File: src/rtl/alps_ram.sv
`timescale 1ns / 1ps
// Generic single-write, single-read RAM with a registered read port.
// No dependencies.
module alps_ram #(
   parameter int WIDTH = 32,
   parameter int DEPTH = 16
) (
   input  logic                     clock,
   input  logic                     wr_en,
   input  logic [$clog2(DEPTH)-1:0] wr_addr,
   input  logic [WIDTH-1:0]         wr_data,
   input  logic [$clog2(DEPTH)-1:0] rd_addr,
   output logic [WIDTH-1:0]         rd_data
);

   logic [WIDTH-1:0] mem_ff [DEPTH];
   logic [WIDTH-1:0] rd_data_ff;

   always_ff @(posedge clock) begin
      if (wr_en) begin
         mem_ff[wr_addr] <= wr_data;
      end
      rd_data_ff <= mem_ff[rd_addr];
   end

   assign rd_data = rd_data_ff;

endmodule

File: config.mk
export PLATFORM = sky130hd
export DESIGN_NAME = alps_ram
export DESIGN_NICKNAME = d
export VERILOG_FILES = /design/src/rtl/alps_ram.sv
export SDC_FILE = /design/constraint.sdc
export NUM_CORES = 1
export LEC_CHECK = 0
export ABC_AREA = 1
export BUFFER_PORTS_ARGS = -buffer_cell sky130_fd_sc_hd__buf_2
export CORE_MARGIN = 4
export CORE_UTILIZATION = 59
export DETAILED_ROUTE_END_ITERATION = 10
export MAX_ROUTING_LAYER = met4
export PLACE_DENSITY = 0.83
export SETUP_SLACK_MARGIN = 0.05
export SYNTH_ARGS = -nofsm -noshare
export SYNTH_HDL_FRONTEND = slang
export SYNTH_SLANG_ARGS = --single-unit
File: constraint.sdc
create_clock -name clock -period 6.1 [get_ports clock]
set_input_delay 1.22 -clock clock [delete_from_list [all_inputs] [get_ports clock]]
set_output_delay 1.22 -clock clock [all_outputs]
set_load 0.05 [all_outputs]
==> impl_metrics.csv <==
group,metric,value,unit
setup_path,reg2reg_slack,4.92,ns
grt,track_usage,25.6,%
place,port_buffers,73,
clocking,clkTransAtPathRegs,0.06,ns
drt,antenna_left,0,
die,num_rows,71,
sta,setup_slack,2.85,ns
power_and_ir_drop,p_sw,1.76,mW
place,place_congestion,0.795,
clocking,post_cts_buffers,0,
sta,min_period,3.25,ns
place,dpl.cell_count,2626,
finish,nNetsFinal,2211,
sta,clock-skew-final,0.0232,ns
power_and_ir_drop,power_density,314,nW/um^2
min_path,hold_path_depth,6,
sta,report.final.setup_viol,0,
min_path,hp-start,"mem_ff[10][23]",
place,place_area,23400,um^2
min_path,holdPathEnd,"rd_data[23]",
power_and_ir_drop,p_leak,10.7,nW
finish,seq_area,16000,um^2
setup_path,reg2reg_to,"rd_data[3]",
sta,post-route-period-util,53.3,%
sta,rsz0062_at_grt,"no",
clocking,cts_sinks,544,
outcome,status,"finished clean",
power_and_ir_drop,power_frac_seq,53.6,%
power_and_ir_drop,p_comb_share,6.9,%
synthesis,synth_top_area_cell,"edfxtp_1",
grt,grt_max_degree,135,
drt,drt_iter0_markers,1816,
finish,area_growth,10.1,%
finish,fin_area,25000,um^2
setup_path,worstPathRequired,6.55,ns
clocking,cts_tree,"built",
power_and_ir_drop,swShare,22.5,%
finish,drive_gt1_share,8.82,%
setup_path,worstReg2RegStart,"mem_ff[12][3]",
drt,vias,15119,
grt,grt_pass1_vias,14490,
finish,final_cells,2722,
drt,via_per_inst,5.55,
setup_path,worstPathArrival,3.71,ns
clocking,clockRootBuffer,"clkbuf_16",
setup_path,startpoint_type,"input pin",
synthesis,yosys_register_bits,544,
sta,worst_pin_slew,1.05,ns
sta,fin_setup_tns,0,ns
place,dp_hpwl,25.9,mm
grt,grt_pass1_wl,80.0,mm
die,dieWidth,204,um
die,ioPinCount,74,
synthesis,synth_top_area_share,67.6,%
synthesis,ys_types,15,
setup_path,cp-startpoint,"rd_addr[0]",
sta,slew_headroom,29.7,%
synthesis,yosysSeqAreaShare,70.5,%
clocking,clockBufferDepth,3,
sta,maxSlewViolCount,0,
power_and_ir_drop,clkPwrFrac,39.5,%
clocking,ctsHtreeMaxLevel,2,
power_and_ir_drop,peakVddDrop,0.000289,V
synthesis,syn-num-nets,2162,
finish,final_util,66.1,%
power_and_ir_drop,p_int,6.08,mW
setup_path,setup.worst_path.end_class,"flip-flop",
drt,wl,52.7,mm
drt,route.detailed.drc,0,
clocking,clkLatencyLatePin,0.58,ns
synthesis,netlist_instances,2120,
finish,n_antenna_cell,0,
synthesis,synth_warnings,0,
setup_path,worst-setup-path-type,"in -> reg",
synthesis,synth_area,22700,um^2
min_path,hp-class,"reg -> reg",
grt,antenna_found_initial,0,
die,coreArea,37800,um^2
setup_path,crit_fanout,134,
drt,wl_per_cell,19.4,um
setup_path,ff2ff_path_depth,6,
finish,multi_input_area,4670,um^2
clocking,postCtsResizedCells,0,
sta,hold_viol,0,
place,pre_cts_ws,2.39,ns
synthesis,syn_area_per_cell,10.7,um^2
synthesis,synthTopCellsByArea,"edfxtp_1 68%, nand2_1 11%, nand3_1 8.5%",
drt,firstDrtPassIters,5,
grt,gr-total-overflow,0,
die,fp.dieArea,41700,um^2
die,die_h,204,um
run,cap_violations,0,
clocking,holdBufCountCts,0,
finish,fillers,2668,
clocking,numCtsBuffers,52,
sta,fmax,307,MHz
die,initial_core_util,60.1,%
-- synth_stat cells --
| cell type | count |
|---|---|
| inv_4 | 1 |
| buf_12 | 1 |
| dfxtp_1 | 32 |
| clkbuf_1 | 14 |
| buf_1 | 14 |
| inv_2 | 1 |
| nand3_1 | 385 |
| buf_4 | 6 |
| nand3b_1 | 2 |
| inv_1 | 388 |
| edfxtp_1 | 512 |
| nand2_1 | 677 |
| buf_6 | 29 |
| buf_2 | 41 |
| nor2_1 | 17 |
-- per-stage QoR --
stage | power, mW | hold WS, ns
floorplan | 4.65 | 0.607
global placement | 4.79 | 0.624
detailed placement | 4.81 | 0.636
CTS | 7.87 | 0.658
global route | 8.09 | 0.705
finish | 7.85 | 0.652
-- power by group through the flow --
| stage | clock [mW] | sequential, mW | combinational (mW) |
|---|---|---|---|
| finish | 3.10 | 4.20 | 0.542 |
| global route | 3.29 | 4.21 | 0.589 |
| CTS | 3.13 | 4.21 | 0.537 |
| detailed placement | 0 | 4.28 | 0.530 |
| global placement | 0 | 4.28 | 0.512 |
| floorplan | 0 | 4.36 | 0.285 |
-- worst max path at each step --
stage                    end  slack (ns)  cells past startpoint
2_1_floorplan  mem_ff[10][0]        2.89                      2
3_3_place_gp     rd_data[19]        2.53                      7
3_5_place_dp     rd_data[20]        2.39                      8
4_1_cts          rd_data[12]        2.97                      9
5_1_grt           rd_data[0]        2.80                      9
6_report         rd_data[12]        2.85                      9
-- layout by cell type (no fill, tap or decap), types with 2 or more instances in the layout --
cell,n
inv_1,387
clkbuf_16,53
clkinv_2,9
clkbuf_1,9
nand2_1,677
nand3_1,385
nand3b_1,2
nor2_4,16
dfxtp_1,32
clkbuf_8,9
edfxtp_1,512
clkinv_1,11
buf_4,28
buf_2,71
inv_6,3
bufinv_16,2
-- logic make-up (layout without fill, tap and decap cells) --
group / Yosys count / after routing / synth area share (%)
simple gates: 1081 / 1081 / 20.0
flops: 544 / 544 / 70.5
buf+inv: 495 / 586 / 9.54
-- critical path, stage by stage --
cell     delay [ns]
buf_6          0.68
inv_6          0.55
buf_4          0.49
nand2_1        0.14
nand2_1        0.06
nand2_1        0.06
nand3_1        0.08
nand3_1        0.12
nand2_1        0.09
-- flip-flops by register name (all words and copies together) (netlist names) --
signal,count
mem_ff,512
rd_data,32
-- routing by layer --
layer  vias to the layer above  wire length (um)  track usage, %
li1                       6932                 -               -
met1                      7182             20000            34.7
met2                       878             25300            40.6
met3                       127              5920            4.08
met4                         0              1470            8.23
met5                         -                 0               -
-- area by class of cell --
type | instances | area share, %
clock buffer | 71 | 5.93
inverter | 390 | 5.88
timing repair buffer | 100 | 2.30
multi-input combinational | 1081 | 18.6
sequential | 544 | 64.0
tap | 511 | 2.55
clock inverter | 25 | 0.685
No activity file was read; power rests on OpenSTA's default activity.
