$ cat config.mk
export PLATFORM = sky130hd
export DESIGN_NAME = alps_sqrt
export DESIGN_NICKNAME = d
export VERILOG_FILES = /design/src/rtl/alps_pkg.sv /design/src/rtl/alps_sqrt.sv
export SDC_FILE = /design/constraint.sdc
export NUM_CORES = 1
export LEC_CHECK = 0
export BUFFER_PORTS_ARGS = -buffer_cell sky130_fd_sc_hd__buf_2
export CORE_ASPECT_RATIO = 1.2
export CORE_MARGIN = 2
export CORE_UTILIZATION = 48
export CTS_CLUSTER_DIAMETER = 30
export DETAILED_ROUTE_END_ITERATION = 8
export PLACE_DENSITY = 0.71
export SYNTH_ARGS = -nofsm -noshare
export SYNTH_HDL_FRONTEND = slang
export SYNTH_SLANG_ARGS = --single-unit
$ cat constraint.sdc
create_clock -name clock -period 3.26 [get_ports clock]
set_input_delay 0.652 -clock clock [delete_from_list [all_inputs] [get_ports clock]]
set_output_delay 0.652 -clock clock [all_outputs]
set_load 0.005 [all_outputs]
$ cat src/rtl/alps_pkg.sv
`timescale 1ns / 1ps
// Types, constants and helper functions of the arc-length polyline sampler.
// No dependencies; every module of the block but alps_ram imports this package.
package alps_pkg;

   localparam int MAX_ANCHORS     = 256;
   localparam int DEPTH           = MAX_ANCHORS + 1;
   localparam int IDX_W           = $clog2(DEPTH);
   localparam int CNT_W           = $clog2(DEPTH + 1);
   localparam int WORD_W          = 32;
   localparam int DWORD_W         = 2 * WORD_W;
   localparam int SUM_W           = DWORD_W + 2;
   localparam int CSR_DATA_W      = 16;
   localparam int ANCHOR_COUNT_W  = 9;
   localparam int FRAC_W          = 16;

   typedef enum logic [1:0] {
      FUNC_CLEAR,
      FUNC_APPEND,
      FUNC_POSITION,
      FUNC_TANGENT
   } func_type;

   typedef enum logic [1:0] {
      ST_OK,
      ST_EMPTY,
      ST_FULL,
      ST_DUPLICATE
   } status_type;

   typedef enum logic {
      CSR_CLOSED_LOOP,
      CSR_DUP_LIMIT
   } csr_index_type;

   typedef enum logic [4:0] {
      S_IDLE,
      S_DECODE,
      S_APP_CLOSE0,
      S_APP_LAST,
      S_DIST_MUL,
      S_DIST_MW,
      S_DIST_SQ,
      S_DIST_SW,
      S_APP_DEC,
      S_APP_ZERO,
      S_MOD_W,
      S_SRCH,
      S_SRCH_W,
      S_RD_A,
      S_RD_B,
      S_TAN_P,
      S_TAN_R,
      S_TAN_W,
      S_TAN_DIV,
      S_TAN_DW,
      S_LERP,
      S_LERP_MW,
      S_LERP_DW
   } state_type;

   typedef struct packed {
      logic [WORD_W-1:0] x;
      logic [WORD_W-1:0] y;
      logic [WORD_W-1:0] z;
      logic [WORD_W-1:0] d;
   } entry_type;

   localparam int ENTRY_W = $bits(entry_type);

   function automatic logic [WORD_W-1:0] ent_coord(entry_type e, logic [1:0] c);
      logic [WORD_W-1:0] v;
      case (c)
         2'd0:    v = e.x;
         2'd1:    v = e.y;
         default: v = e.z;
      endcase
      return v;
   endfunction

   function automatic logic [WORD_W:0] sub33(logic [WORD_W-1:0] a, logic [WORD_W-1:0] b);
      return {a[WORD_W-1], a} - {b[WORD_W-1], b};
   endfunction

   function automatic logic [WORD_W-1:0] mag33(logic [WORD_W:0] d);
      logic [WORD_W:0] m;
      m = d[WORD_W] ? (~d + 1'b1) : d;
      return m[WORD_W-1:0];
   endfunction

   function automatic logic [WORD_W-1:0] sat_add32(logic [WORD_W-1:0] a,
                                                   logic [WORD_W-1:0] b);
      logic [WORD_W:0] s;
      s = {1'b0, a} + {1'b0, b};
      return s[WORD_W] ? {WORD_W{1'b1}} : s[WORD_W-1:0];
   endfunction

endpackage

$ cat src/rtl/alps_sqrt.sv
`timescale 1ns / 1ps
// Digit-serial integer square root, two radicand bits and one root bit a cycle.
// Depends on alps_pkg.
module alps_sqrt import alps_pkg::*; (
   input  logic               clock,
   input  logic               reset,
   input  logic               start,
   input  logic [DWORD_W-1:0] radicand,
   output logic               done,
   output logic [WORD_W-1:0]  root
);

   localparam int STEP_W = $clog2(WORD_W);
   localparam int REM_W  = WORD_W + 2;

   logic               busy_ff, busy_in;
   logic               done_ff, done_in;
   logic [STEP_W-1:0]  cnt_ff, cnt_in;
   logic [REM_W-1:0]   rem_ff, rem_in;
   logic [DWORD_W-1:0] rad_ff, rad_in;
   logic [WORD_W-1:0]  root_ff, root_in;
   logic [REM_W+1:0]   cur;
   logic [REM_W+1:0]   trial;
   logic [REM_W+1:0]   diff;
   logic               ge;

   always_comb begin
      cur     = {rem_ff, rad_ff[DWORD_W-1:DWORD_W-2]};
      trial   = {2'b00, root_ff, 2'b01};
      diff    = cur - trial;
      ge      = cur >= trial;
      busy_in = busy_ff;
      done_in = 1'b0;
      cnt_in  = cnt_ff;
      rem_in  = rem_ff;
      rad_in  = rad_ff;
      root_in = root_ff;
      if (start) begin
         busy_in = 1'b1;
         cnt_in  = '0;
         rem_in  = '0;
         rad_in  = radicand;
         root_in = '0;
      end else if (busy_ff) begin
         rem_in  = ge ? diff[REM_W-1:0] : cur[REM_W-1:0];
         rad_in  = {rad_ff[DWORD_W-3:0], 2'b00};
         root_in = {root_ff[WORD_W-2:0], ge};
         cnt_in  = cnt_ff + 1'b1;
         if (cnt_ff == STEP_W'(WORD_W - 1)) begin
            busy_in = 1'b0;
            done_in = 1'b1;
         end
      end
   end

   always_ff @(posedge clock) begin
      if (reset) begin
         busy_ff <= 1'b0;
         done_ff <= 1'b0;
      end else begin
         busy_ff <= busy_in;
         done_ff <= done_in;
      end
      cnt_ff  <= cnt_in;
      rem_ff  <= rem_in;
      rad_ff  <= rad_in;
      root_ff <= root_in;
   end

   assign done = done_ff;
   assign root = root_ff;

endmodule

==> results.txt <==
Routability cong. -> 0.8728
Critical path endpoint category -> flip-flop
Clock slew at reported path FFs -> 60 ps
Synthesized flop and latch total -> 137
Final slew viol count -> 0
Mapped cell area -> 7485 um^2
WP data required -> 3610 ps
Post-CTS Hold Fix Bufs -> 0
Vias post-DR -> 5627
Synth Flop Type -> dfxtp_1
Antenna Nets Post-Route -> 0
Sequential area share after synthesis -> 0.4520
Fin Hold WS -> 392.3 ps
Final period utilization -> 0.9397
Vias in the first global route -> 5541
Compound-Gate Fraction of Synth Area -> 0.1312
IO Count -> 100
Crit start category -> flip-flop
DP Wirelength -> 10560 um
Setup violations, final -> 0
Pwr per Cell Area -> 744.2 nW/um^2
Die Area -> 16610 um^2
Max-cap viol count -> 0
Grt met1 use -> 0.2194
Core box area -> 15450 um^2
Starting density of the core -> 0.4844
CTS Buf Count -> 17
H-tree levels -> 4
Area Overhead vs Synth -> 19.48%
Mux share of post-synthesis cell area -> 0.1750
Maximum clock insertion buffer count -> 2
Fin Clk Skew -> 7.181 ps
Commonest non-fill, non-tap cells in the layout -> buf_2, nor2_1, dfxtp_1, edfxtp_1, mux2_2
Grt ovf -> 0
Worst min-delay path class -> in -> reg
GRT Util Overall -> 0.1875
Status -> finished, final reports clean
CTS tree -> done
Root Driver -> clkbuf_16
Post-synthesis cell type count -> 52
Fin crit period -> 3063 ps
Most Crowded Layer GR -> met2
Routed WL -> 15720 um
Latest clock arrival within the worst-skew pair -> 420 ps
Number of I/O port buffers -> 99
Met2 Use GR -> 0.3100
Commonest non-fill, non-tap cell in the layout -> buf_2
Layout cell share with drive strength beyond 1 -> 0.2807
Synth Instances -> 712
FF+latch area -> 3390 um^2
Synth Area in Adders -> 0.06018
Number of diodes -> 0
Vias/cell -> 5.458
Horiz. Die Dim -> 118.0 um
Multi-input gate area -> 3799 um^2
Dpl cell area -> 8203 um^2
Synthesis Warnings -> 0
Worst vdd ir -> 0.4312 mV
Drt drc -> 0
Syn Nets -> 815
Fmax -> 0.3264 GHz
Simple-gate area share of the yosys netlist -> 0.09579
Lkg Pwr -> 0.003728 uW
TritonRoute pass-1 iters -> 4
Die span in y -> 140.8 um
CP max FO -> 7
Post-synth EDFFs -> 64
Global routing met3 resource utilization -> 0.06837
# fillers -> 1323
Synth async-reset ratio -> 0
Initial antenna violation count -> 0
Detailed Route Iter0 Violations -> 311
# clock sinks -> 137
Final Hold Viols -> 0
Row count -> 50
Crit path kind -> reg -> reg
Global-route wire length before repair -> 25610 um
Arrival time at the worst endpoint -> 3410 ps
Post-Syn Area per Cell -> 10.51 um^2
Fin area -> 8942 um^2
Nets -> 913
Worst slew pin tran -> 770.2 ps
Slew HR -> 0.4866
Post-Synth XOR/XNOR Area -> 0.03979
Largest net degree at the start of global routing -> 69
Main combinational cell family by area after synthesis -> multiplexers
Drt wl/cell -> 15.25 um
-- cells by family (layout without fill, tap and decap cells) --
kind of cell	count (synthesis)	in the layout
and+or+nand+nor	156	156
AOI/OAI and AO/OA	143	143
DFF	137	137
muxes	123	123
buffers and inverters	83	194
adders and majority gates	36	36
xor gates and xnor gates	34	34
-- synth_stat cells, types with 3 or more instances --
cell / number / area, um^2
nand2_1: 21 / 78.83
o21ai_1: 6 / 30.03
clkbuf_1: 28 / 105.1
a21oi_1: 30 / 150.1
nand2b_1: 4 / 25.02
and4_1: 3 / 26.28
mux2i_1: 60 / 600.6
xor2_1: 19 / 166.4
nor3b_1: 3 / 22.52
nand4_1: 6 / 37.54
ha_1: 36 / 450.4
a21o_1: 26 / 195.2
o211ai_1: 3 / 22.52
nor3_1: 4 / 20.02
a211oi_1: 31 / 232.7
o21ai_0: 13 / 65.06
and2_1: 5 / 31.28
a31oi_1: 4 / 25.02
edfxtp_1: 64 / 1922
nand3_1: 12 / 60.06
nor2_1: 80 / 300.3
o22ai_1: 4 / 25.02
and3_1: 6 / 37.54
o21bai_1: 4 / 30.03
buf_1: 9 / 33.78
xnor2_1: 15 / 131.4
buf_6: 4 / 45.04
inv_1: 40 / 150.1
mux2_2: 62 / 698.2
dfxtp_1: 73 / 1461
nor2b_1: 7 / 43.79
-- final cells by class --
cell class / instances / area share
tap: 208 / 0.02910
clock inverter: 13 / 0.01609
inverter: 40 / 0.01679
sequential: 137 / 0.3790
timing repair buffer: 122 / 0.08577
clock buffer: 19 / 0.04841
multi-input combinational: 492 / 0.4248
-- routing by layer --
layer | vias up | routed length (um) | part of all wire
li1 | 2778 | - | -
met4 | 0 | 310 | 0.020
met2 | 156 | 7569 | 0.48
met5 | - | 0 | 0
met3 | 29 | 1154 | 0.073
met1 | 2664 | 6683 | 0.43
-- worst max-delay path: stages (launching register included) --
cell,delay (ps)
dfxtp_1,370
inv_1,60
ha_1,380
and4_1,230
and3_1,220
and4_1,210
o21ai_1,100
nand3_2,120
a311o_1,400
a21oi_4,200
buf_12,150
mux2_1,330
a211oi_2,210
-- per-stage QoR --
stage | util | power [uW] | std cells | TNS, ps | setup slack, ps
5_1_grt | 0.5787 | 7012 | 1031 | -17.02 | -17.02
4_1_cts | 0.5682 | 6351 | 1023 | 0 | 82.67
3_3_place_gp | 0.5309 | 4372 | 991 | 0 | 178.5
3_5_place_dp | 0.5309 | 4437 | 991 | 0 | 84.65
6_report | 0.5787 | 6655 | 1031 | 0 | 196.7
2_1_floorplan | - | 3996 | 712 | 0 | 291.8
-- path summary, 6_finish.rpt --
| path | startpoint | to | slack, ps | cells past startpoint |
|---|---|---|---|---|
| max | root[20]$_SDFFE_PP0P_ | rem_ff[1]$_SDFFE_PP0P_ | 200 | 12 |
| min | reset | busy_ff$_SDFF_PP0_ | 390 | 2 |
| max reg2reg | root[20]$_SDFFE_PP0P_ | rem_ff[1]$_SDFFE_PP0P_ | 200 | 12 |
| min reg2reg | rem_ff[32]$_SDFFE_PP0P_ | rem_ff[32]$_SDFFE_PP0P_ | 490 | 2 |
-- what timing repair did --
| action | CTS | global route |
|---|---|---|
| setup buffers | 0 | 5 |
| resized for setup | 0 | 16 |
| setup endpoints to repair | 0 | 31 |
-- state kept, by name, summed over array words and instances (netlist names) --
signal	cells
done	1
rad_ff	64
busy_ff	1
rem_ff	34
root	32
cnt_ff	5
-- report_power, final --
part / total (uW) / internal, uW / switching [uW]
Sequential: 2110 / 2000 / 115
Combinational: 2650 / 1320 / 1330
Clock: 1890 / 1130 / 759
Power figures use the tool's default switching activity.
