**config.mk**
```make
export PLATFORM = sky130hd
export DESIGN_NAME = alps_mul
export DESIGN_NICKNAME = d
export VERILOG_FILES = /design/src/rtl/alps_pkg.sv /design/src/rtl/alps_mul.sv
export SDC_FILE = /design/constraint.sdc
export NUM_CORES = 1
export LEC_CHECK = 0
export BUFFER_PORTS_ARGS = -buffer_cell sky130_fd_sc_hd__clkbuf_2
export CAP_MARGIN = 40
export CORE_MARGIN = 2
export CORE_UTILIZATION = 57
export DETAILED_ROUTE_END_ITERATION = 10
export PLACE_DENSITY = 0.94
export RECOVER_POWER = 25
export SLEW_MARGIN = 20
export SYNTH_ARGS = -nofsm -noshare
export SYNTH_HDL_FRONTEND = slang
export SYNTH_SLANG_ARGS = --single-unit
```
**constraint.sdc**
```tcl
create_clock -name clock -period 4.25 [get_ports clock]
set_input_delay 0.2125 -clock clock [delete_from_list [all_inputs] [get_ports clock]]
set_output_delay 0.2125 -clock clock [all_outputs]
set_load 0.02 [all_outputs]
```
**src/rtl/alps_pkg.sv**
```systemverilog
`timescale 1ns / 1ps
// Types, constants and helper functions of the arc-length polyline sampler.
// No dependencies; every module of the block but alps_ram imports this package.
package alps_pkg;

   localparam int MAX_ANCHORS     = 256;
   localparam int DEPTH           = MAX_ANCHORS + 1;
   localparam int IDX_W           = $clog2(DEPTH);
   localparam int CNT_W           = $clog2(DEPTH + 1);
   localparam int WORD_W          = 32;
   localparam int DWORD_W         = 2 * WORD_W;
   localparam int SUM_W           = DWORD_W + 2;
   localparam int CSR_DATA_W      = 16;
   localparam int ANCHOR_COUNT_W  = 9;
   localparam int FRAC_W          = 16;

   typedef enum logic [1:0] {
      FUNC_CLEAR,
      FUNC_APPEND,
      FUNC_POSITION,
      FUNC_TANGENT
   } func_type;

   typedef enum logic [1:0] {
      ST_OK,
      ST_EMPTY,
      ST_FULL,
      ST_DUPLICATE
   } status_type;

   typedef enum logic {
      CSR_CLOSED_LOOP,
      CSR_DUP_LIMIT
   } csr_index_type;

   typedef enum logic [4:0] {
      S_IDLE,
      S_DECODE,
      S_APP_CLOSE0,
      S_APP_LAST,
      S_DIST_MUL,
      S_DIST_MW,
      S_DIST_SQ,
      S_DIST_SW,
      S_APP_DEC,
      S_APP_ZERO,
      S_MOD_W,
      S_SRCH,
      S_SRCH_W,
      S_RD_A,
      S_RD_B,
      S_TAN_P,
      S_TAN_R,
      S_TAN_W,
      S_TAN_DIV,
      S_TAN_DW,
      S_LERP,
      S_LERP_MW,
      S_LERP_DW
   } state_type;

   typedef struct packed {
      logic [WORD_W-1:0] x;
      logic [WORD_W-1:0] y;
      logic [WORD_W-1:0] z;
      logic [WORD_W-1:0] d;
   } entry_type;

   localparam int ENTRY_W = $bits(entry_type);

   function automatic logic [WORD_W-1:0] ent_coord(entry_type e, logic [1:0] c);
      logic [WORD_W-1:0] v;
      case (c)
         2'd0:    v = e.x;
         2'd1:    v = e.y;
         default: v = e.z;
      endcase
      return v;
   endfunction

   function automatic logic [WORD_W:0] sub33(logic [WORD_W-1:0] a, logic [WORD_W-1:0] b);
      return {a[WORD_W-1], a} - {b[WORD_W-1], b};
   endfunction

   function automatic logic [WORD_W-1:0] mag33(logic [WORD_W:0] d);
      logic [WORD_W:0] m;
      m = d[WORD_W] ? (~d + 1'b1) : d;
      return m[WORD_W-1:0];
   endfunction

   function automatic logic [WORD_W-1:0] sat_add32(logic [WORD_W-1:0] a,
                                                   logic [WORD_W-1:0] b);
      logic [WORD_W:0] s;
      s = {1'b0, a} + {1'b0, b};
      return s[WORD_W] ? {WORD_W{1'b1}} : s[WORD_W-1:0];
   endfunction

endpackage

```
**src/rtl/alps_mul.sv**
```systemverilog
`timescale 1ns / 1ps
// Bit-serial shift-and-add multiplier, one multiplier bit per cycle.
// Depends on alps_pkg.
module alps_mul import alps_pkg::*; (
   input  logic               clock,
   input  logic               reset,
   input  logic               start,
   input  logic [WORD_W-1:0]  op_a,
   input  logic [WORD_W-1:0]  op_b,
   output logic               done,
   output logic [DWORD_W-1:0] product
);

   localparam int STEP_W = $clog2(WORD_W);

   logic               busy_ff, busy_in;
   logic               done_ff, done_in;
   logic [STEP_W-1:0]  cnt_ff, cnt_in;
   logic [WORD_W-1:0]  a_ff, a_in;
   logic [DWORD_W-1:0] prod_ff, prod_in;
   logic [WORD_W:0]    upper;

   always_comb begin
      upper   = {1'b0, prod_ff[DWORD_W-1:WORD_W]} +
                (prod_ff[0] ? {1'b0, a_ff} : {(WORD_W+1){1'b0}});
      busy_in = busy_ff;
      done_in = 1'b0;
      cnt_in  = cnt_ff;
      a_in    = a_ff;
      prod_in = prod_ff;
      if (start) begin
         busy_in = 1'b1;
         cnt_in  = '0;
         a_in    = op_a;
         prod_in = {{WORD_W{1'b0}}, op_b};
      end else if (busy_ff) begin
         prod_in = {upper, prod_ff[WORD_W-1:1]};
         cnt_in  = cnt_ff + 1'b1;
         if (cnt_ff == STEP_W'(WORD_W - 1)) begin
            busy_in = 1'b0;
            done_in = 1'b1;
         end
      end
   end

   always_ff @(posedge clock) begin
      if (reset) begin
         busy_ff <= 1'b0;
         done_ff <= 1'b0;
      end else begin
         busy_ff <= busy_in;
         done_ff <= done_in;
      end
      cnt_ff  <= cnt_in;
      a_ff    <= a_in;
      prod_ff <= prod_in;
   end

   assign done    = done_ff;
   assign product = prod_ff;

endmodule

```
==> impl_metrics.ini <==
[sta]
rsz0062_at_grt = false
timing.final.hold_violations = 0
period_needed_ns = 3.436
timing.fmax_mhz = 291.1
min_period_over_period = 0.8084
slew_headroom = -0.8005
setup_tns_ns = 0
timing.final.max_slew_violations = 55
timing.clock.skew_ns = 0.01434
timing.final.setup_violations = 0
tightestPinTransition_ns = 2.701

[run_status]
outcome = finished with violations
violations = max-capacitance violations, max-slew violations

[power_and_ir_drop]
cell_int_power_mw = 1.625
switching_share = 0.3183
ir_drop_mv = 0.3502
power.static_leakage_nw = 3.029
power.sequential.fraction = 0.512
comb_power_share = 0.250
net-switching-power_mw = 0.7589
totalPowerFinal_mw = 2.384
pwr_density_cell_nw_per_um2 = 340.9
clock_power_share = 0.238

[layout]
share_of_final_layout_standard_cells_stronger_than_drive_strength_1 = 0.2666
register_area_sq_um = 2703
area_growth_pct = 21.71
nets = 806
multiInputGateArea_sq_um = 2892
num-fill-cells = 724
antenna-diode-count = 0

[logic_synthesis]
yosys_register_bits = 103
synth_compound_gate_area_share = 0.1537
post_synth_fa_ha_maj_area_fraction = 0.07753
synth_mux_area_frac = 0.09233
synth.top_cell.area_share = 0.3345
post_synth_inst_count = 552
edff_count_synth = 64
netlist_top_cells_area = sky130_fd_sc_hd__edfxtp_1, sky130_fd_sc_hd__dfxtp_1, sky130_fd_sc_hd__ha_1, sky130_fd_sc_hd__mux2_2, sky130_fd_sc_hd__and2_1
yosys_warnings = 0
main_combinational_cell_family_by_area_after_synthesis = compound AO/OA/AOI/OAI gates
synth_sequential_area_ratio = 0.4704
synth_commonest_cells = sky130_fd_sc_hd__edfxtp_1, sky130_fd_sc_hd__nor2_1, sky130_fd_sc_hd__nand2_1, sky130_fd_sc_hd__a21oi_1, sky130_fd_sc_hd__dfxtp_1
yosys_most_used_dff = sky130_fd_sc_hd__edfxtp_1
post_synth.cell_area_avg_sq_um = 10.41
synth_fp_nets = 654
synthXorXnorAreaFrac = 0.03354
synth.lib_cells_used.distinct = 58
synth-simple-area-share = 0.1461
mappedNetlistArea_sq_um = 5746
asyncSetResetFlopFracSynth = 0
synth_top_cell_by_area = sky130_fd_sc_hd__edfxtp_1
yosys.cell_count.top_type = sky130_fd_sc_hd__edfxtp_1

[floorplanning]
die_width_um = 104.4
core_sq_um = 9774
floorplan.die_area_sq_um = 10900
placement_rows = 36
num_io_pins = 132
dieHeight_um = 104.4
initial_utilization = 0.5878

[grt]
grt_first_pass_wirelength_um = 23720
grt_pass1_vias = 5020
grt.total_usage = 0.2701
antenna_found_initial = 0
grt_start_max_net_pins = 55
gr-total-overflow = 0

[clock_network]
htree_num_levels = 3
clk-insertion-delay-late_ns = 0.39
cts.repair.resized = 0
cts_tree = built
clkTransAtPathRegs_ns = 0.10
tritoncts.num_buffers = 9
clkSinkCount = 103
post-cts-setup-buffers = 0
ctsLongestPathBuffers = 2
cts.root.buffer_cell = sky130_fd_sc_hd__clkbuf_8

[critical_path]
setup.worst_path.end_class = register
critical_path_class = register to register
r2r-end = product[55]
start_kind = register
regToRegStartpoint = product[0]
cp_data_required_time_ns = 4.54
critical_path.max_fanout = 18
timing.reg2reg.worst_path_depth = 11
cp_data_arrival_time_ns = 3.72
reg2reg_setup_slack_ns = 0.81

[job]
maxCapViolCount = 1

[route]
drt_pre_antenna_iters = 7
routed_via_density = 5.764
drt_iter0_drc = 261
detail_route.drc_violations = 0
ant_nets = 0
drt-total-wl_um = 14340
routedWlPerCell_um = 17.03
routed-via-count = 4853

[placement]
portBuffers = 131
place_congestion = 0.9538
dp_hpwl_um = 10260

[hold_path]
whs_endpoint = a_ff[18]
worstHoldPathType = primary input to register
worstHoldPathCells = 1
worst_hold_startpoint = op_a[18]
[cell type report]
class                           count  area share
Clock buffer                       11     0.01879
Clock inverter                      5    0.005904
Multi-Input combinational cell    410      0.4135
Inverter                           12    0.006441
Sequential cell                   103      0.3865
Tap cell                          133     0.02380
Timing Repair Buffer              168      0.1451
[worst max-delay path by stage]
stage	from	end	slack [ns]	cells after the start
6_report	product[0]	product[55]	0.81	11
2_1_floorplan	product[0]	product[55]	1.32	10
4_1_cts	product[0]	product[55]	0.80	10
5_1_grt	product[0]	product[55]	0.66	11
3_5_place_dp	product[0]	product[55]	0.83	10
3_3_place_gp	product[0]	product[55]	0.92	10
[through the flow]
stage                     setup WS, ns  instances  hold slack [ns]    util  area (sq um)
after floorplan                  1.319        552           0.2849       -          5746
after detailed placement        0.8317        793           0.3911  0.6644          6494
final                           0.8145        842          0.03316  0.7154          6993
after global routing            0.6644        842          0.02832  0.7154          6993
after CTS                       0.8005        840        0.0003519  0.7138          6977
after global placement          0.9223        793           0.3889  0.6644          6494
[sequential cells by signal (all words and copies together) (netlist names)]
register  cells
done          1
busy_ff       1
cnt_ff        5
a_ff         32
product      64
[power by group through the flow]
| stage | combinational [mW] | clock (mW) | sequential [mW] |
|---|---|---|---|
| after floorplan | 0.325 | 0 | 1.29 |
| after global placement | 0.539 | 0 | 1.24 |
| after detailed placement | 0.559 | 0 | 1.24 |
| after CTS | 0.585 | 0.582 | 1.22 |
| after global routing | 0.651 | 0.622 | 1.23 |
| final | 0.596 | 0.567 | 1.22 |
[worst max-delay path, stage by stage (launching register included)]
cell                       delay [ns]
sky130_fd_sc_hd__edfxtp_1        0.63
sky130_fd_sc_hd__buf_6           0.26
sky130_fd_sc_hd__and2_1          0.14
sky130_fd_sc_hd__ha_1            0.21
sky130_fd_sc_hd__fa_1            0.40
sky130_fd_sc_hd__a21o_1          0.22
sky130_fd_sc_hd__a221oi_2        0.30
sky130_fd_sc_hd__o21a_2          0.26
sky130_fd_sc_hd__o211a_4         0.23
sky130_fd_sc_hd__a211oi_4        0.09
sky130_fd_sc_hd__or3_1           0.36
sky130_fd_sc_hd__a32o_1          0.25
[repair_timing]
action | 4_1_cts | 5_1_grt
endpoints found under the setup margin | 0 | 0
hold endpoints to repair | 32 | 1
hold buffers | 31 | 1
[cells in the final DEF (no fill, tap or decap), types with 3 or more instances in the layout]
master                          synthesis  final
sky130_fd_sc_hd__nand2_1               41     41
sky130_fd_sc_hd__a21o_1                10     10
sky130_fd_sc_hd__and3_1                 6      6
sky130_fd_sc_hd__clkbuf_8               0      9
sky130_fd_sc_hd__nand3_1                9      9
sky130_fd_sc_hd__and2_1                35     35
sky130_fd_sc_hd__a21oi_1               40     40
sky130_fd_sc_hd__a211oi_1               5      5
sky130_fd_sc_hd__nor3_1                11     11
sky130_fd_sc_hd__xnor2_1               10     10
sky130_fd_sc_hd__clkbuf_2               0    129
sky130_fd_sc_hd__buf_4                  0      4
sky130_fd_sc_hd__nand2b_1               3      3
sky130_fd_sc_hd__nor2_1                46     46
sky130_fd_sc_hd__mux2i_1               17     17
sky130_fd_sc_hd__o211ai_1               6      6
sky130_fd_sc_hd__o21ai_0               18     18
sky130_fd_sc_hd__mux2_2                32     32
sky130_fd_sc_hd__xor2_1                12     12
sky130_fd_sc_hd__clkbuf_1              19      4
sky130_fd_sc_hd__edfxtp_1              64     64
sky130_fd_sc_hd__inv_1                 12     12
sky130_fd_sc_hd__o21ai_1               12     12
sky130_fd_sc_hd__o21bai_1               9      9
sky130_fd_sc_hd__ha_1                  34     34
sky130_fd_sc_hd__dfxtp_1               39     39
sky130_fd_sc_hd__dlygate4sd3_1          0     32
sky130_fd_sc_hd__nand4_1                9      9
sky130_fd_sc_hd__or3_1                  4      4
sky130_fd_sc_hd__a32o_1                 4      4
[layer usage]
metal,up-vias,track usage,share of wire
met5,-,0,0
met4,0,0.07046,0.016
met2,186,0.4725,0.50
met3,24,0.09023,0.077
li1,2335,-,-
met1,2308,0.3175,0.40
[logic make-up (layout without fill, tap and decap cells)]
group           after synthesis  after routing
simple gates                172            172
compound gates              132            132
flops                       103            103
mux                          49             49
buf+inv                      39            196
fa+ha+maj                    35             35
xor+xnor                     22             22
No activity file was read; power rests on OpenSTA's default activity.
