### src/rtl/alps_pkg.sv
`timescale 1ns / 1ps
// Types, constants and helper functions of the arc-length polyline sampler.
// No dependencies; every module of the block but alps_ram imports this package.
package alps_pkg;

   localparam int MAX_ANCHORS     = 256;
   localparam int DEPTH           = MAX_ANCHORS + 1;
   localparam int IDX_W           = $clog2(DEPTH);
   localparam int CNT_W           = $clog2(DEPTH + 1);
   localparam int WORD_W          = 32;
   localparam int DWORD_W         = 2 * WORD_W;
   localparam int SUM_W           = DWORD_W + 2;
   localparam int CSR_DATA_W      = 16;
   localparam int ANCHOR_COUNT_W  = 9;
   localparam int FRAC_W          = 16;

   typedef enum logic [1:0] {
      FUNC_CLEAR,
      FUNC_APPEND,
      FUNC_POSITION,
      FUNC_TANGENT
   } func_type;

   typedef enum logic [1:0] {
      ST_OK,
      ST_EMPTY,
      ST_FULL,
      ST_DUPLICATE
   } status_type;

   typedef enum logic {
      CSR_CLOSED_LOOP,
      CSR_DUP_LIMIT
   } csr_index_type;

   typedef enum logic [4:0] {
      S_IDLE,
      S_DECODE,
      S_APP_CLOSE0,
      S_APP_LAST,
      S_DIST_MUL,
      S_DIST_MW,
      S_DIST_SQ,
      S_DIST_SW,
      S_APP_DEC,
      S_APP_ZERO,
      S_MOD_W,
      S_SRCH,
      S_SRCH_W,
      S_RD_A,
      S_RD_B,
      S_TAN_P,
      S_TAN_R,
      S_TAN_W,
      S_TAN_DIV,
      S_TAN_DW,
      S_LERP,
      S_LERP_MW,
      S_LERP_DW
   } state_type;

   typedef struct packed {
      logic [WORD_W-1:0] x;
      logic [WORD_W-1:0] y;
      logic [WORD_W-1:0] z;
      logic [WORD_W-1:0] d;
   } entry_type;

   localparam int ENTRY_W = $bits(entry_type);

   function automatic logic [WORD_W-1:0] ent_coord(entry_type e, logic [1:0] c);
      logic [WORD_W-1:0] v;
      case (c)
         2'd0:    v = e.x;
         2'd1:    v = e.y;
         default: v = e.z;
      endcase
      return v;
   endfunction

   function automatic logic [WORD_W:0] sub33(logic [WORD_W-1:0] a, logic [WORD_W-1:0] b);
      return {a[WORD_W-1], a} - {b[WORD_W-1], b};
   endfunction

   function automatic logic [WORD_W-1:0] mag33(logic [WORD_W:0] d);
      logic [WORD_W:0] m;
      m = d[WORD_W] ? (~d + 1'b1) : d;
      return m[WORD_W-1:0];
   endfunction

   function automatic logic [WORD_W-1:0] sat_add32(logic [WORD_W-1:0] a,
                                                   logic [WORD_W-1:0] b);
      logic [WORD_W:0] s;
      s = {1'b0, a} + {1'b0, b};
      return s[WORD_W] ? {WORD_W{1'b1}} : s[WORD_W-1:0];
   endfunction

endpackage

### src/rtl/alps_div.sv
`timescale 1ns / 1ps
// Bit-serial restoring divider, 64 by 32 bits, one quotient bit per cycle.
// Depends on alps_pkg.
module alps_div import alps_pkg::*; (
   input  logic               clock,
   input  logic               reset,
   input  logic               start,
   input  logic [DWORD_W-1:0] dividend,
   input  logic [WORD_W-1:0]  divisor,
   output logic               done,
   output logic [DWORD_W-1:0] quotient,
   output logic [WORD_W-1:0]  remainder
);

   localparam int STEP_W = $clog2(DWORD_W);

   logic               busy_ff, busy_in;
   logic               done_ff, done_in;
   logic [STEP_W-1:0]  cnt_ff, cnt_in;
   logic [WORD_W-1:0]  div_ff, div_in;
   logic [WORD_W-1:0]  rem_ff, rem_in;
   logic [DWORD_W-1:0] quo_ff, quo_in;
   logic [WORD_W:0]    trial;
   logic [WORD_W:0]    diff;
   logic               ge;

   always_comb begin
      trial   = {rem_ff, quo_ff[DWORD_W-1]};
      diff    = trial - {1'b0, div_ff};
      ge      = trial >= {1'b0, div_ff};
      busy_in = busy_ff;
      done_in = 1'b0;
      cnt_in  = cnt_ff;
      div_in  = div_ff;
      rem_in  = rem_ff;
      quo_in  = quo_ff;
      if (start) begin
         busy_in = 1'b1;
         cnt_in  = '0;
         div_in  = divisor;
         rem_in  = '0;
         quo_in  = dividend;
      end else if (busy_ff) begin
         rem_in = ge ? diff[WORD_W-1:0] : trial[WORD_W-1:0];
         quo_in = {quo_ff[DWORD_W-2:0], ge};
         cnt_in = cnt_ff + 1'b1;
         if (cnt_ff == STEP_W'(DWORD_W - 1)) begin
            busy_in = 1'b0;
            done_in = 1'b1;
         end
      end
   end

   always_ff @(posedge clock) begin
      if (reset) begin
         busy_ff <= 1'b0;
         done_ff <= 1'b0;
      end else begin
         busy_ff <= busy_in;
         done_ff <= done_in;
      end
      cnt_ff <= cnt_in;
      div_ff <= div_in;
      rem_ff <= rem_in;
      quo_ff <= quo_in;
   end

   assign done      = done_ff;
   assign quotient  = quo_ff;
   assign remainder = rem_ff;

endmodule

### config.mk
export PLATFORM = sky130hd
export DESIGN_NAME = alps_div
export DESIGN_NICKNAME = d
export VERILOG_FILES = /design/src/rtl/alps_pkg.sv /design/src/rtl/alps_div.sv
export SDC_FILE = /design/constraint.sdc
export NUM_CORES = 1
export LEC_CHECK = 0
export BUFFER_PORTS_ARGS = -buffer_cell sky130_fd_sc_hd__buf_2
export CELL_PAD_IN_SITES_DETAIL_PLACEMENT = 0
export CELL_PAD_IN_SITES_GLOBAL_PLACEMENT = 1
export CORE_ASPECT_RATIO = 0.6
export CORE_MARGIN = 2
export CORE_UTILIZATION = 41
export CTS_CLUSTER_DIAMETER = 100
export DETAILED_ROUTE_END_ITERATION = 8
export PLACE_DENSITY = 0.76
export SLEW_MARGIN = 20
export SYNTH_ARGS = -nofsm -noshare
export SYNTH_HDL_FRONTEND = slang
export SYNTH_SLANG_ARGS = --single-unit
### constraint.sdc
create_clock -name clock -period 3.35 [get_ports clock]
set_input_delay 0.335 -clock clock [delete_from_list [all_inputs] [get_ports clock]]
set_output_delay 0.335 -clock clock [all_outputs]
set_load 0.005 [all_outputs]
==> flow_summary.ini, run 1 <==
[critical_path]
crit_chain = inv_1 > ha_1 > nand4_2 > nor3_2 > o211ai_1 > a31oi_4 > o21ai_2 > o21ai_4 > buf_4 > mux2i_1 > a211oi_1
r2r.worst_path.cells = 11
r2r-start = div_ff[19]
critPathMaxFanout = 11
critPathKind = flop to flop
startpoint_type = flop
ff2ff_setup_slack_ps = 230
slowest_stage = ha_1
cpPeakStageDelay_ps = 490
critPathArrivalTime_ps = 3390
crit_required_ps = 3620
worstReg2RegEnd = remainder[2]
end_kind = flop

[min_path]
hold_depth = 2
holdPathEnd = busy_ff
hold_class = input pin to flop
holdCritStartpoint = reset

[placed_design]
place_congestion = 0.869
port_buffers = 195
hpwlAfterDp_um = 14000

[synthesis]
ys_warn_count = 0
syn_area_per_cell_um2 = 11.1
synth-main-ff-cell = edfxtp_1
synth_edf_count = 96
synth.distinct_cells = 67
ys_seq_elements = 136
netlist_area_um2 = 7370
yosysSeqAreaShare_pct = 50.0
synth_nets = 795
syn_inst = 662
synthArstFlopShare_pct = 0

[global_route]
grt_max_degree = 137
grt_pass1_wl_um = 30100
antenna_found_initial = 0
grt.total_usage_pct = 20.5
grt_overflow = 0
grt_pass1_vias = 5532

[timing]
slew_viol_final = 0
rsz0062_at_grt = no
timing.final.crit_share_pct = 93.2
fin_setup_tns_ps = 0
period_minus_slack_ps = 3120
setup_viol = 0
clock_skew_ps = 11.7
hold_violations = 0
slew_headroom_pct = 43.9
timing.hold.ws_ps = 70.3
worst_pin_slew_ps = 842
fmax_mhz = 320

[die]
io_pins = 196
dieArea_um2 = 19100
start_util_pct = 42.5
num_rows = 37
die_width_um = 177
core_um2 = 17400
fp.dieH_um = 108

[clock_tree]
cts_root_buf = clkbuf_16
cts_num_sinks = 136
clk_latency_ps = 430
htreeDepth = 4
cts.path.max_buffers = 2
cts_tree = yes
clk_pin_slew_ps = 60
cts_buffers = 17

[drt]
dr_total_vias = 5858
drtIter0Drc = 398
via_per_inst = 5.30
routed_wl_um = 19500
drtPass1Iterations = 5
drc = 0
post_drt_wl_per_cell_um = 17.7
ant_nets = 0

[finish]
area_growth_syn_to_layout_pct = 24.0
nFillCells = 1591
nNetsFinal = 992
drive_gt1_share_pct = 36.6
fin_util_pct = 52.7
antenna_cells = 0

[run_status]
outcome = complete, no violations

[job]
drv_cap = 0

[power_and_ir_drop]
peakVddDrop_v = 0.000334
p_leak_nw = 3.86
p_total_mw = 4.67
p_per_area_nw_per_um2 = 511
==> synthesized netlist by cell type (all sizes together) (6+ instances only) <==
master | count | area [um^2]
nand4 | 9 | 62.6
buf | 12 | 83.8
nand2b | 7 | 43.8
clkbuf | 16 | 60.1
inv | 46 | 173
ha | 33 | 413
o211ai | 9 | 67.6
nand2 | 37 | 139
a21o | 9 | 67.6
dfxtp | 40 | 801
xnor2 | 13 | 114
a311oi | 6 | 52.6
nor2b | 6 | 37.5
mux2 | 65 | 736
a21oi | 36 | 188
nor2 | 54 | 203
nand3 | 15 | 75.1
edfxtp | 96 | 2880
xor2 | 9 | 78.8
o21ai | 25 | 136
a211oi | 22 | 170
nor3 | 17 | 90.1
mux2i | 23 | 230
==> power by group <==
group          switching [mW]  internal (mW)  total (mW)
registers              0.0851           1.97        2.06
clock network           0.755          0.943        1.70
logic                   0.506          0.410       0.916
total                    1.35           3.33        4.67
==> how the worst max path moves through the flow <==
stage                       startpoint             to  cells after the start
after floorplan           quotient[63]  remainder[30]                     11
after global placement      div_ff[19]   remainder[4]                     11
after detailed placement    div_ff[19]   remainder[2]                     11
after CTS                   div_ff[19]   remainder[2]                     11
after global routing        div_ff[19]   remainder[2]                     11
final                       div_ff[19]   remainder[2]                     11
==> layer usage <==
metal | wire, um | vias to the layer above | track usage (%)
met2 | 8120 | 145 | 27.5
met3 | 1190 | 19 | 6.11
met1 | 10000 | 2829 | 31.4
li1 | - | 2865 | -
met5 | 0 | - | 0
met4 | 203 | 0 | 5.37
==> sequential cells by signal, indices dropped and copies added, names as in the netlist <==
register,cells
div_ff,32
remainder,32
quotient,64
busy_ff,1
cnt_ff,6
done,1
==> stage by stage <==
stage / instances / instance area [um^2] / worst slack (ps)
after floorplan: 662 / 7370 / 764
after global placement: 1073 / 8600 / 250
after detailed placement: 1073 / 8600 / 109
after CTS: 1105 / 9130 / 78.4
after global routing: 1106 / 9140 / 23.2
final: 1106 / 9140 / 226
==> final cells by class <==
| type | count | area, um^2 | area share [%] |
|---|---|---|---|
| timing repair buffer | 205 | 1070 | 11.7 |
| inverter | 46 | 173 | 1.89 |
| multi-input combinational | 453 | 3390 | 37.1 |
| clock buffer | 17 | 425 | 4.65 |
| tap | 234 | 293 | 3.20 |
| clock inverter | 15 | 105 | 1.15 |
| sequential | 136 | 3680 | 40.3 |
==> critical path, delay by kind of cell (launching register included) <==
kind	cells	cell delay (ps)
compound gates	5	1110
fa+ha+maj	1	490
buf+inv	2	330
flops	1	330
mux	1	240
simple gates	2	450
==> cells in the final DEF, fill, tap and decap left out, drive strengths merged, types with 6 or more instances in the layout <==
| cell type | n |
|---|---|
| a21o | 9 |
| xnor2 | 13 |
| nand2 | 37 |
| xor2 | 9 |
| mux2i | 23 |
| nand3 | 15 |
| o21ai | 26 |
| edfxtp | 96 |
| inv | 48 |
| a211oi | 22 |
| nor2 | 54 |
| nand4 | 9 |
| a311oi | 6 |
| buf | 205 |
| nand2b | 7 |
| nor3 | 17 |
| dfxtp | 40 |
| clkbuf | 17 |
| o211ai | 9 |
| clkinv | 10 |
| nor2b | 6 |
| a21oi | 36 |
| mux2 | 65 |
| ha | 33 |
==> cell families after synthesis <==
| group | share of synthesized area (%) |
|---|---|
| AOI/OAI and AO/OA | 13.3 |
| xor gates and xnor gates | 2.61 |
| adders and majority gates | 5.87 |
| buffers and inverters | 4.29 |
| DFF | 50.0 |
| muxes | 13.1 |
| and+or+nand+nor | 10.8 |
==> repair_timing <==
action / 4_1_cts / 5_1_grt
endpoints found under the setup margin: 0 / 18
hold endpoints to repair: 0 / 0
buffers inserted: 0 / 0
gates resized for setup: 0 / 1
hold buffers: 0 / 0
(Power assumes the default switching activity.)
==> run 2: changes to the inputs <==
--- a/config.mk
+++ b/config.mk
@@ -14,6 +14,7 @@
 export CTS_CLUSTER_DIAMETER = 100
 export DETAILED_ROUTE_END_ITERATION = 8
 export PLACE_DENSITY = 0.76
+export REMOVE_ABC_BUFFERS = 1
 export SLEW_MARGIN = 20
 export SYNTH_ARGS = -nofsm -noshare
 export SYNTH_HDL_FRONTEND = slang
==> flow_summary.ini, run 2 (synthesis results as in run 1) <==
[die]
core_um2 = 17400
io_pins = 196
fp.dieH_um = 108
start_util_pct = 42.5
die_width_um = 177
dieArea_um2 = 19100
num_rows = 37

[min_path]
hold_class = input pin to flop
holdCritStartpoint = reset
holdPathEnd = busy_ff
hold_depth = 2

[drt]
ant_nets = 0
via_per_inst = 5.26
post_drt_wl_per_cell_um = 17.4
dr_total_vias = 5817
drtIter0Drc = 421
routed_wl_um = 19200
drc = 0
drtPass1Iterations = 5

[job]
drv_cap = 0

[global_route]
grt_pass1_vias = 5606
grt.total_usage_pct = 20.5
antenna_found_initial = 2
grtUsageMet2_pct = 27.9
grt_max_degree = 69
met1_usage_pct = 30.9
grt_pass1_wl_um = 30000
grt-busiest-layer = met1
gr-usage-met3_pct = 5.12
grt_overflow = 0

[clock_tree]
cts-resized-gates = 0
cts_buffers = 17
cts_num_sinks = 136
clk_latency_ps = 430
cts_setup_buffers = 0
cts_tree = yes
clk_pin_slew_ps = 60
cts_hold_buffers = 0
htreeDepth = 4
cts_root_buf = clkbuf_16
cts.path.max_buffers = 2

[power_and_ir_drop]
p_sw_share_pct = 28.7
p_sw_mw = 1.38
p_int_mw = 3.44
p_clk_share_pct = 38.6
pwr-share-seq_pct = 42.8
peakVddDrop_v = 0.000342
p_leak_nw = 3.87
power.share.combinational_pct = 18.6
p_per_area_nw_per_um2 = 525

[finish]
nNetsFinal = 990
area_growth_syn_to_layout_pct = 24.6
final_cell_mix = buf_2, edfxtp_1, mux2_2
drive_gt1_share_pct = 36.6
final_common_cell = buf_2
multi_input_comb_area_um2 = 3380
seqCellArea_um2 = 3680
nFillCells = 1587
largest_reg_flops = 64
finalInstanceArea_um2 = 9190

[timing]
hold_violations = 0
fmax_mhz = 325
rsz0062_at_grt = no
setup_slack_ps = 270
slew_viol_final = 0
slew_headroom_pct = 54.1
timing.hold.ws_ps = 57.9
setup_viol = 0
period_minus_slack_ps = 3080
timing.final.crit_share_pct = 91.9
clock_skew_ps = 8.80
worst_pin_slew_ps = 686

[critical_path]
r2r.worst_path.cells = 11
r2r-start = quotient[63]
crit_required_ps = 3640
critPathMaxFanout = 2
ff2ff_setup_slack_ps = 270
worstReg2RegEnd = remainder[30]
critPathKind = flop to flop
startpoint_type = flop
end_kind = flop
critPathArrivalTime_ps = 3370

[placed_design]
post-place-ws_ps = 294
port_buffers = 195
place_congestion = 0.868
dpl_cell_area_um2 = 8600
hpwlAfterDp_um = 14400

[run_status]
outcome = complete, no violations
## run 2: final cells by class
type | count | share of cell area, %
well taps | 234 | 3.19
multi-input cells | 452 | 36.8
inverters | 46 | 1.88
flip-flops and latches | 136 | 40.1
diodes | 2 | 0.0545
clock buffers | 18 | 4.78
repair buffers | 204 | 11.7
clock inverters | 14 | 1.51
## run 2: how the worst max path moves through the flow
stage | start | cells after the start | to | slack, ps
finish | quotient[63] | 11 | remainder[30] | 270
global route | quotient[63] | 11 | remainder[30] | 80
CTS | quotient[63] | 11 | remainder[30] | 250
detailed placement | quotient[63] | 11 | remainder[30] | 290
global placement | quotient[63] | 11 | remainder[30] | 340
floorplan | busy_ff | 2 | quotient[0] | -20
## run 2: critical path, cell delays in order (launching register included)
cell      delay (ps)
edfxtp_1         340
inv_1             60
ha_1             220
fa_1             410
nand2b_1         180
a21o_1           200
a211o_1          340
a21oi_1          300
nor3_1           110
a21o_1           220
a311oi_1         380
o221ai_1         180
## run 2: metal layers
metal,vias up,wire (um)
met4,0,384
met2,145,8220
li1,2877,-
met1,2764,9640
met3,31,995
met5,-,0
## run 2: power groups by stage
stage,Combinational (mW),Sequential [mW],Clock (mW)
after CTS,0.894,2.07,1.90
after global placement,0.882,2.09,0
after detailed placement,0.887,2.10,0
after global routing,0.991,2.09,1.98
final,0.897,2.06,1.86
after floorplan,0.529,2.10,0
## run 2: per-stage QoR
stage	setup TNS [ps]	utilization (%)	cells	power (mW)
after floorplan	-1020	-	634	2.63
after global placement	0	49.5	1072	2.97
after detailed placement	0	49.5	1072	2.99
after CTS	0	52.9	1104	4.86
after global routing	0	52.9	1105	5.05
final	0	52.9	1106	4.82
